[config.mk]
export PLATFORM = sky130hd
export DESIGN_NAME = tcce_ctrl
export DESIGN_NICKNAME = d
export VERILOG_FILES = /design/src/tcce_pkg.sv /design/src/tcce_ctrl.sv
export SDC_FILE = /design/constraint.sdc
export NUM_CORES = 1
export LEC_CHECK = 0
export BUFFER_PORTS_ARGS = -buffer_cell sky130_fd_sc_hd__buf_2
export CAP_MARGIN = 0
export CORE_AREA = 3 3 40 42
export DETAILED_ROUTE_END_ITERATION = 6
export DIE_AREA = 0 0 43 45
export GPL_TIMING_DRIVEN = 0
export HOLD_SLACK_MARGIN = 0.12
export PLACE_DENSITY_LB_ADDON = 0.1
export SLEW_MARGIN = 25
export SYNTH_ARGS = -nofsm -noshare
export SYNTH_HDL_FRONTEND = slang
export SYNTH_SLANG_ARGS = --single-unit
[constraint.sdc]
create_clock -name i_clk -period 1.65 [get_ports i_clk]
set_input_delay 0 -clock i_clk [delete_from_list [all_inputs] [get_ports i_clk]]
set_output_delay 0 -clock i_clk [all_outputs]
set_load 0.03 [all_outputs]
[src/tcce_pkg.sv]
`timescale 1ns / 1ps
`default_nettype none

package tcce_pkg;

    // Fixed widths of the item and result fields.
    localparam int OP_W      = 1;
    localparam int BYTE_W    = 8;
    localparam int ROW_W     = 5;
    localparam int COL_W     = 7;
    localparam int INDEX_W   = 11;
    localparam int CELL_W    = 16;
    localparam int BG_W      = 3;
    localparam int FG_W      = 4;
    localparam int CFG_IDX_W = 1;
    localparam int CFG_DAT_W = 4;

    // Configuration register indexes.
    localparam logic [CFG_IDX_W-1:0] CFG_BACKGROUND = 1'b0;
    localparam logic [CFG_IDX_W-1:0] CFG_FOREGROUND = 1'b1;

    // Operation codes.
    localparam logic [OP_W-1:0] OP_PUT  = 1'b0;
    localparam logic [OP_W-1:0] OP_READ = 1'b1;

    // Character codes.
    localparam logic [BYTE_W-1:0] CH_BACKSPACE = 8'h08;
    localparam logic [BYTE_W-1:0] CH_TAB       = 8'h09;
    localparam logic [BYTE_W-1:0] CH_NEWLINE   = 8'h0A;
    localparam logic [BYTE_W-1:0] CH_FORMFEED  = 8'h0C;
    localparam logic [BYTE_W-1:0] CH_RETURN    = 8'h0D;
    localparam logic [BYTE_W-1:0] CH_FIRST_PRINT = 8'd32;
    localparam logic [BYTE_W-1:0] CH_LAST_PRINT  = 8'd126;

    // Colors and the blank cell.
    localparam logic [FG_W-1:0] CL_CYAN   = 4'h3;
    localparam logic [FG_W-1:0] CL_BRIGHT = 4'h8;
    localparam logic [BG_W-1:0] BG_RESET = 3'd0;
    localparam logic [FG_W-1:0] FG_RESET = CL_CYAN | CL_BRIGHT;
    localparam logic [CELL_W-1:0] BLANK_CELL = 16'h0F20;

    typedef enum logic [2:0] {
        CLS_PRINT,
        CLS_BACKSPACE,
        CLS_TAB,
        CLS_NEWLINE,
        CLS_FORMFEED,
        CLS_RETURN,
        CLS_READ,
        CLS_IGNORE
    } t_item_class;

    typedef struct packed {
        logic accept;
        logic scroll_step;
        logic fill_step;
        logic cnt_inc;
        logic load_out;
    } t_cmd;

    typedef struct packed {
        t_item_class cls;
        logic        scroll_needed;
        logic        move_end;
        logic        cnt_last;
        logic        out_free;
    } t_sts;

endpackage

`default_nettype wire

[src/tcce_ctrl.sv]
`timescale 1ns / 1ps
`default_nettype none

module tcce_ctrl (
    input  wire               i_clk,
    input  wire               i_rst_n,
    input  wire               i_valid,
    output logic              o_ready,
    input  tcce_pkg::t_sts    i_sts,
    output tcce_pkg::t_cmd    o_cmd
);
    import tcce_pkg::*;

    typedef enum logic [5:0] {
        S_INIT   = 6'b000001,
        S_IDLE   = 6'b000010,
        S_SCROLL = 6'b000100,
        S_FILL   = 6'b001000,
        S_CLEAR  = 6'b010000,
        S_DONE   = 6'b100000
    } t_state;

    t_state r_state;
    t_state n_state;

    always_ff @(posedge i_clk) begin
        if (!i_rst_n) begin
            r_state <= S_INIT;
        end else begin
            r_state <= n_state;
        end
    end

    always_comb begin
        n_state = r_state;
        o_ready = 1'b0;
        o_cmd   = '0;
        unique case (r_state)
            S_INIT: begin
                o_cmd.fill_step = 1'b1;
                o_cmd.cnt_inc   = 1'b1;
                if (i_sts.cnt_last) begin
                    n_state = S_IDLE;
                end
            end
            S_IDLE: begin
                o_ready = 1'b1;
                if (i_valid) begin
                    o_cmd.accept = 1'b1;
                    if (i_sts.cls == CLS_IGNORE) begin
                        n_state = S_IDLE;
                    end else if (i_sts.cls == CLS_FORMFEED) begin
                        n_state = S_CLEAR;
                    end else if (i_sts.scroll_needed) begin
                        n_state = S_SCROLL;
                    end else begin
                        n_state = S_DONE;
                    end
                end
            end
            S_SCROLL: begin
                o_cmd.scroll_step = 1'b1;
                if (i_sts.move_end) begin
                    // The fill of the bottom row starts at the current count.
                    n_state = S_FILL;
                end else begin
                    o_cmd.cnt_inc = 1'b1;
                end
            end
            S_FILL: begin
                o_cmd.fill_step = 1'b1;
                o_cmd.cnt_inc   = 1'b1;
                if (i_sts.cnt_last) begin
                    n_state = S_DONE;
                end
            end
            S_CLEAR: begin
                o_cmd.fill_step = 1'b1;
                o_cmd.cnt_inc   = 1'b1;
                if (i_sts.cnt_last) begin
                    n_state = S_DONE;
                end
            end
            S_DONE: begin
                if (i_sts.out_free) begin
                    o_cmd.load_out = 1'b1;
                    n_state        = S_IDLE;
                end
            end
            default: begin
                n_state = S_INIT;
            end
        endcase
    end

    // A result is produced only by an item that needs one.
    property p_done_after_real_item;
        @(posedge i_clk) disable iff (!i_rst_n)
        (o_cmd.accept && i_sts.cls == CLS_IGNORE) |=> (r_state == S_IDLE);
    endproperty
    a_done_after_real_item: assert property (p_done_after_real_item)
        else $error("ignored byte left the idle state");

    // Nothing is accepted during the clearing pass after reset.
    property p_no_accept_in_init;
        @(posedge i_clk) disable iff (!i_rst_n)
        (r_state == S_INIT) |-> !o_cmd.accept;
    endproperty
    a_no_accept_in_init: assert property (p_no_accept_in_init)
        else $error("item accepted during clearing pass");

    // A result is loaded only when the output stage is empty or its previous result is transferring.
    property p_load_needs_room;
        @(posedge i_clk) disable iff (!i_rst_n)
        o_cmd.load_out |-> i_sts.out_free;
    endproperty
    a_load_needs_room: assert property (p_load_needs_room)
        else $error("result loaded over a pending result");

endmodule

`default_nettype wire

Yosys cells after proc, flatten, opt, wreduce, memory -nomap -nowiden
Index checks and enable logic that the tools add are counted.
- equality and inequality tests: 13
- multiplexer cells: 18
- reduce and logical (&&, ||, !) cells: 3
- operators with widths (kind ; count):
    2-to-1 mux 6 bit ; 8
    case mux 6 bit (5 select lines) ; 1
    2-to-1 mux 1 bit ; 8
    != test 2 bit (second input constant) ; 4
    equality test 3 bit (second input constant) ; 2
    equality test 6 x 1 -> 1 bit (second input constant) ; 1
    equality test 6 x 2 -> 1 bit (second input constant) ; 1
    equality test 6 x 3 -> 1 bit (second input constant) ; 1
    equality test 6 x 4 -> 1 bit (second input constant) ; 1
    equality test 6 x 5 -> 1 bit (second input constant) ; 1
    equality test 6 bit (second input constant) ; 1
    AND reduction 5 bit ; 1
    OR reduction 3 bit ; 1
    != test 2 x 1 -> 1 bit (second input constant) ; 1
    case mux 1 bit (2 select lines) ; 1
    OR reduction 2 bit ; 1
- flip-flop bits (word level): 6
- input bits: 10
- logic and storage cells: 35

Depth between registers and ports, before layout
Gate-level depths: netlist (run 1).
- depth after elaboration: 5
- mapped depth: 6
- depth with buffers taken out: 5

Worst setup path before layout (run 1)
OpenSTA, ideal clock, no wires.
- path kind: reg2out
- start: register r_state[3]
- end: output o_cmd[1] in the netlist's numbering
- arrival time: 1.988 ns
- data required time: 1.650 ns
- setup slack: -0.338 ns
- cell stages (with the launch flop): 5
- path buffers: 0
- cell sequence: dfxtp_1 xor2_1 o21ai_0 nor4_1 or2_2
- RTL lines (item ; RTL line ; RTL):
    start: declaration ; tcce_ctrl.sv:23 ; t_state r_state;
    start signal: assignment ; tcce_ctrl.sv:30 ; r_state <= n_state;
    end: declaration ; tcce_ctrl.sv:10 ; output tcce_pkg::t_cmd o_cmd

Worst setup path after layout (run 1)
- start: register r_state[2]
- end: register r_state[5]
- cells in the longest elaborated chain, start to end: 4
- elaborated cells on any way between the ends: 14
- RTL lines (item ; RTL line ; RTL):
    equality test 6 x 5 -> 1 bit or equality test 6 x 4 -> 1 bit (tied branches) ; tcce_ctrl.sv:38 ; unique case (r_state)
    OR reduction 2 bit (no source line) ; n/a ;
    != test 2 x 1 -> 1 bit (no source line) ; n/a ;
    AND reduction 5 bit (no source line) ; n/a ;
Parallel ways exist; a longest one is shown, timed or not.
A chain may end at the register's enable or synchronous reset.

==> results.json, run 1 <==
{
  "status": "finished clean",
  "cts_buffers": 3,
  "path_cells": "or4_4 -> nor3_4 -> nor4b_4 -> a21boi_1 -> o21a_1",
  "crit_start": "r_state[2]",
  "fmax_ghz": 0.608,
  "wirelength_um": 1140,
  "synthArstFlopShare": 0,
  "insertion_delay_ns": 0.24,
  "io_pins": 16,
  "required_ns": 1.78,
  "stdcell_area_um2": 704,
  "critPathLaunchType": "flop",
  "synth_cells": 55,
  "overflow": 0,
  "worstMarginPinSlew_ns": 0.405,
  "clkTransAtPathRegs_ns": 0.04,
  "syn_nets": 65,
  "synth_xor_area_frac": 0.0565,
  "synthMuxAreaShare": 0,
  "start_util": 0.362,
  "place_congestion": 0.735,
  "hold_class": "in -> reg",
  "final-setup-viol-count": 0,
  "setup.worst_path.class": "reg -> reg",
  "switching_power_uw": 337,
  "avgSynthCellArea_um2": 8.46,
  "top_register": "r_state",
  "die_h_um": 45,
  "wire_per_inst_um": 12.0,
  "fin_util": 0.548,
  "insertedDiodeCount": 0,
  "p_int_uw": 480,
  "synth-seq-cells": 6,
  "power_frac_seq": 0.266,
  "final_antenna_net_count": 0,
  "placed_cell_area_um2": 573,
  "syn2layout_area_growth_pct": 51.3,
  "drtIter0Drc": 9,
  "chipWidth_um": 43,
  "rsz0062_at_grt": "yes",
  "worstPathArrival_ns": 1.77,
  "clkPwrFrac": 0.157,
  "synth-simple-area-share": 0.489,
  "nets": 92,
  "maxCapViolCount": 0,
  "synth_edf_count": 0,
  "slew_viol_final": 0,
  "cts_root_buf": "clkbuf_4",
  "dieArea_mm2": 0.00194,
  "p_sw_frac": 0.412,
  "r2r_start": "r_state[2]",
  "synth.distinct_cells": 32,
  "critPathMaxStageDelay_ns": 0.58,
  "clock_path_buffers": 2,
  "clock_skew_ns": 0.00375,
  "largestRegisters": "r_state x6",
  "cts_tree": "done",
  "num_rows": 13,
  "cellPowerDensity_mw_per_mm2": 1160,
  "combPwrFrac": 0.577,
  "largest_reg_flops": 6,
  "htreeDepth": 1,
  "gr-usage-all-layers": 0.126,
  "vdd_ir_drop_max_v": 0.000523,
  "cts.sinks": 6,
  "yosysSeqAreaShare": 0.258,
  "synth_top_family_by_area": "simple AND/OR/NAND/NOR gates",
  "io_buffers": 15,
  "crit_fanout": 8,
  "crit_slowest_cell": "or4_4",
  "cellLeakagePower_uw": 0.000296,
  "antenna_found_initial": 0,
  "endpoint_kind": "flop",
  "grt_pass1_vias": 437,
  "drive_gt1_frac": 0.500,
  "synth_fa_ha_area_frac": 0,
  "synth_area_um2": 465,
  "synth_top_area_cell": "dfxtp_1",
  "yosysTopAreaCellShare": 0.258,
  "grt_max_degree": 9,
  "post-dp-hpwl_um": 839,
  "synth_flop_cell": "dfxtp_1",
  "relSlewSlack": 0.729,
  "coreArea_mm2": 0.00128,
  "routed_via_density": 5.28,
  "hold_viol": 0,
  "yosys-top-cells-area": "dfxtp_1 26%, nor4b_4 5.1%, nand3_1 4.3%",
  "period_needed_ns": 1.65,
  "synth_compound_area_frac": 0.164,
  "grt_pass1_wl_um": 1820,
  "min_from": "i_valid",
  "drc_errors": 0,
  "finalCritPeriodShare": 0.998,
  "vias": 502,
  "ys_warn_count": 0,
  "drt_pass1_iterations": 4
}
==> cells by family after synthesis <==
family          Yosys count
compound gates           11
xor+xnor                  3
buf+inv                   2
flops                     6
simple gates             33
==> cells in the final DEF, fill, tap and decap left out, types with 2 or more instances in the layout <==
cell,n
xnor2_1,2
nor2_1,3
buf_2,12
nand2_1,3
nor4b_4,2
buf_4,6
dfxtp_1,2
nor3_4,2
buf_6,2
nand2b_1,2
dfxtp_2,2
o21ai_0,4
nand3_1,4
dfxtp_4,2
nor2b_1,2
nor3_1,2
dlygate4sd3_1,3
clkbuf_4,3
==> routing by layer <==
metal	track usage	routed length (um)	vias up
met4	0.0723	0	0
met1	0.160	564	234
li1	-	-	257
met3	0.0159	52	0
met5	0	0	-
met2	0.207	522	11
==> final cells by class <==
class                   count  area [um2]
fillers                   117         581
multi-input cells          47         372
repair buffers             23         158
flip-flops and latches      6         130
clock buffers               3        22.5
well taps                  15        18.8
inverters                   1        3.75
==> repair_timing <==
action                                 4_1_cts  5_1_grt
gates resized for setup                     13        4
setup buffers                                3        2
setup endpoints to repair                    8        9
hold buffers                                 3        0
endpoints found under the hold margin        6        0
pin swaps                                    4        4
==> final timing paths <==
kind | end | slack, ns | cells past startpoint
worst min-delay path | r_state[1] | 0.12 | 4
worst max register to register | r_state[5] | 0.004 | 5
worst min register to register | r_state[3] | 0.53 | 2
worst max-delay path | r_state[5] | 0.004 | 5
==> synthesized netlist by cell type, drive strengths merged (2+ instances only) <==
cell type / instances
nor2: 5
nand2b: 2
xnor2: 2
dfxtp: 6
nor4b: 2
or2: 2
nand2: 3
nor2b: 2
nand3: 4
nor3: 4
nor4: 2
o21ai: 4
==> worst max-delay path, delay by kind of cell (launching register included) <==
family / cells / cell delay, ns
AND/OR/NAND/NOR: 3 / 0.90
flip-flops: 1 / 0.34
AO/OA/AOI/OAI: 2 / 0.30
==> per-stage QoR <==
step,worst slack [ns],power [uW],hold slack [ns],setup TNS (ns),instances
after floorplan,0.0252,523,0.0718,0,55
after global placement,-0.132,619,0.254,-0.349,85
after detailed placement,-0.109,622,0.256,-0.216,85
after CTS,-0.0626,823,0.120,-0.114,93
after global routing,-0.0763,876,0.149,-0.163,95
final,0.00403,817,0.124,0,95
==> power by group through the flow <==
stage	Clock (uW)	Combinational [uW]	Sequential, uW
floorplan	0	319	204
global placement	0	401	217
detailed placement	0	408	214
CTS	137	468	218
global route	142	509	225
finish	128	471	217
(Power assumes the default switching activity.)
==> run 2: changes to the inputs <==
--- a/config.mk
+++ b/config.mk
@@ -5,13 +5,14 @@
 export SDC_FILE = /design/constraint.sdc
 export NUM_CORES = 1
 export LEC_CHECK = 0
-export BUFFER_PORTS_ARGS = -buffer_cell sky130_fd_sc_hd__buf_2
+export BUFFER_PORTS_ARGS = -buffer_cell sky130_fd_sc_hd__buf_4
 export CAP_MARGIN = 0
 export CORE_AREA = 3 3 40 42
 export DETAILED_ROUTE_END_ITERATION = 6
 export DIE_AREA = 0 0 43 45
 export GPL_TIMING_DRIVEN = 0
 export HOLD_SLACK_MARGIN = 0.12
+export MAX_ROUTING_LAYER = met4
 export PLACE_DENSITY_LB_ADDON = 0.1
 export SLEW_MARGIN = 25
 export SYNTH_ARGS = -nofsm -noshare
==> constraint.sdc (replaced) <==
create_clock -name i_clk -period 1.65 [get_ports i_clk]
set_input_delay 0 -clock i_clk [delete_from_list [all_inputs] [get_ports i_clk]]
set_output_delay 0 -clock i_clk [all_outputs]
set_load 0.005 [all_outputs]
==> results.json, run 2 (synthesis results as in run 1) <==
{
  "status": "complete, but fails checks",
  "violations": "negative setup slack",
  "relSlewSlack": 0.730,
  "drtIter0Drc": 9,
  "grt_pass1_wl_um": 1860,
  "min_from": "i_sts[5]",
  "fill_cells": 117,
  "hold_viol": 0,
  "required_ns": 1.78,
  "final-setup-viol-count": 1,
  "cts_tree": "done",
  "fmax_ghz": 0.600,
  "routed_via_density": 5.06,
  "antenna_found_initial": 0,
  "stdcell_area_um2": 761,
  "post-dp-hpwl_um": 848,
  "finalCritPeriodShare": 1.01,
  "gr-usage-all-layers": 0.131,
  "final_cell_mix": "22 x buf_4, 6 x dlygate4sd3_1, 4 x nor2_1, 4 x o21ai_0, 4 x nand3_1",
  "worstPathArrival_ns": 1.79,
  "place_congestion": 0.759,
  "wire_per_inst_um": 12.1,
  "io_pins": 16,
  "drt_pass1_iterations": 4,
  "crit_start": "r_state[2]",
  "worstMarginPinSlew_ns": 0.403,
  "period_needed_ns": 1.67,
  "endpoint_kind": "flop",
  "htreeDepth": 1,
  "start_util": 0.362,
  "cts_buffers": 3,
  "io_buffers": 15,
  "cellLeakagePower_uw": 0.000324,
  "nets": 97,
  "rsz0062_at_grt": "yes",
  "largest_reg_flops": 6,
  "maxCapViolCount": 0,
  "insertedDiodeCount": 0,
  "syn2layout_area_growth_pct": 63.4,
  "setup.worst_path.class": "reg -> reg",
  "hold_class": "in -> reg",
  "drive_gt1_frac": 0.482,
  "drc_errors": 0,
  "cts_root_buf": "clkbuf_4",
  "power_uw": 718,
  "cts.sinks": 6,
  "chipWidth_um": 43,
  "clock_path_buffers": 2,
  "clock_skew_ns": 0.00200,
  "die_h_um": 45,
  "grt_max_degree": 9,
  "clkTransAtPathRegs_ns": 0.04,
  "vdd_ir_drop_max_v": 0.000470,
  "largestRegisters": "r_state x6",
  "final_common_cell": "buf_4",
  "vias": 506,
  "num_rows": 13,
  "setup_ws_ns": -0.0170,
  "insertion_delay_ns": 0.24,
  "critPathLaunchType": "flop",
  "top_register": "r_state",
  "r2r_start": "r_state[2]",
  "cellPowerDensity_mw_per_mm2": 944,
  "placed_cells": 85,
  "grt_pass1_vias": 436,
  "final_antenna_net_count": 0,
  "wirelength_um": 1210,
  "stdcell_count": 100,
  "fin_util": 0.592,
  "overflow": 0,
  "slew_viol_final": 0,
  "placed_cell_area_um2": 597,
  "dieArea_mm2": 0.00194,
  "coreArea_mm2": 0.00128,
  "crit_fanout": 8
}
## run 2: layout make-up
cell class / instances / area, um2 / area share
inverter: 1 / 3.75 / 0.00493
sequential: 6 / 126 / 0.166
clock buffer: 3 / 22.5 / 0.0296
timing repair buffer: 28 / 225 / 0.296
tap: 15 / 18.8 / 0.0247
multi-input combinational: 47 / 364 / 0.479
## run 2: routing by layer
metal  wire length [um]  up-vias  global-route usage
met4                  0        0              0.0723
li1                   -      267                   -
met2                572        9               0.201
met3                 52        0              0.0120
met5                  0        -                   -
met1                587      230               0.172
## run 2: timing repair
item	CTS	global route
hold endpoints to repair	6	0
resized for setup	9	1
gates cloned	0	0
endpoints found under the setup margin	8	7
hold buffers	6	0
setup buffers	6	1
pin swaps	4	2
## run 2: metrics by stage
stage,TNS (ns),hold slack (ns),worst slack [ns]
after floorplan,0,0.0718,0.0442
after global placement,-0.201,0.239,-0.109
after detailed placement,-0.252,0.235,-0.120
after CTS,-0.0918,0.181,-0.0705
after global routing,-0.247,0.196,-0.0982
final,-0.0170,0.185,-0.0170
## run 2: path summary, 6_finish.rpt
kind,endpoint,slack (ns),cells past startpoint
max,r_state[5],-0.02,5
min,r_state[1],0.19,4
max reg2reg,r_state[5],-0.02,5
min reg2reg,r_state[3],0.54,2
## run 2: critical path, stage by stage (launching register included)
cell	delay [ns]
dfxtp_2	0.34
or4_4	0.58
nor3_4	0.21
nor4b_4	0.11
a21boi_2	0.16
o21a_1	0.16
## run 2: report_power, final
group          total, uW  switching, uW  internal (uW)
clock network        128           46.3           81.8
logic                370            153            216
registers            220           47.7            173
total                718            247            471
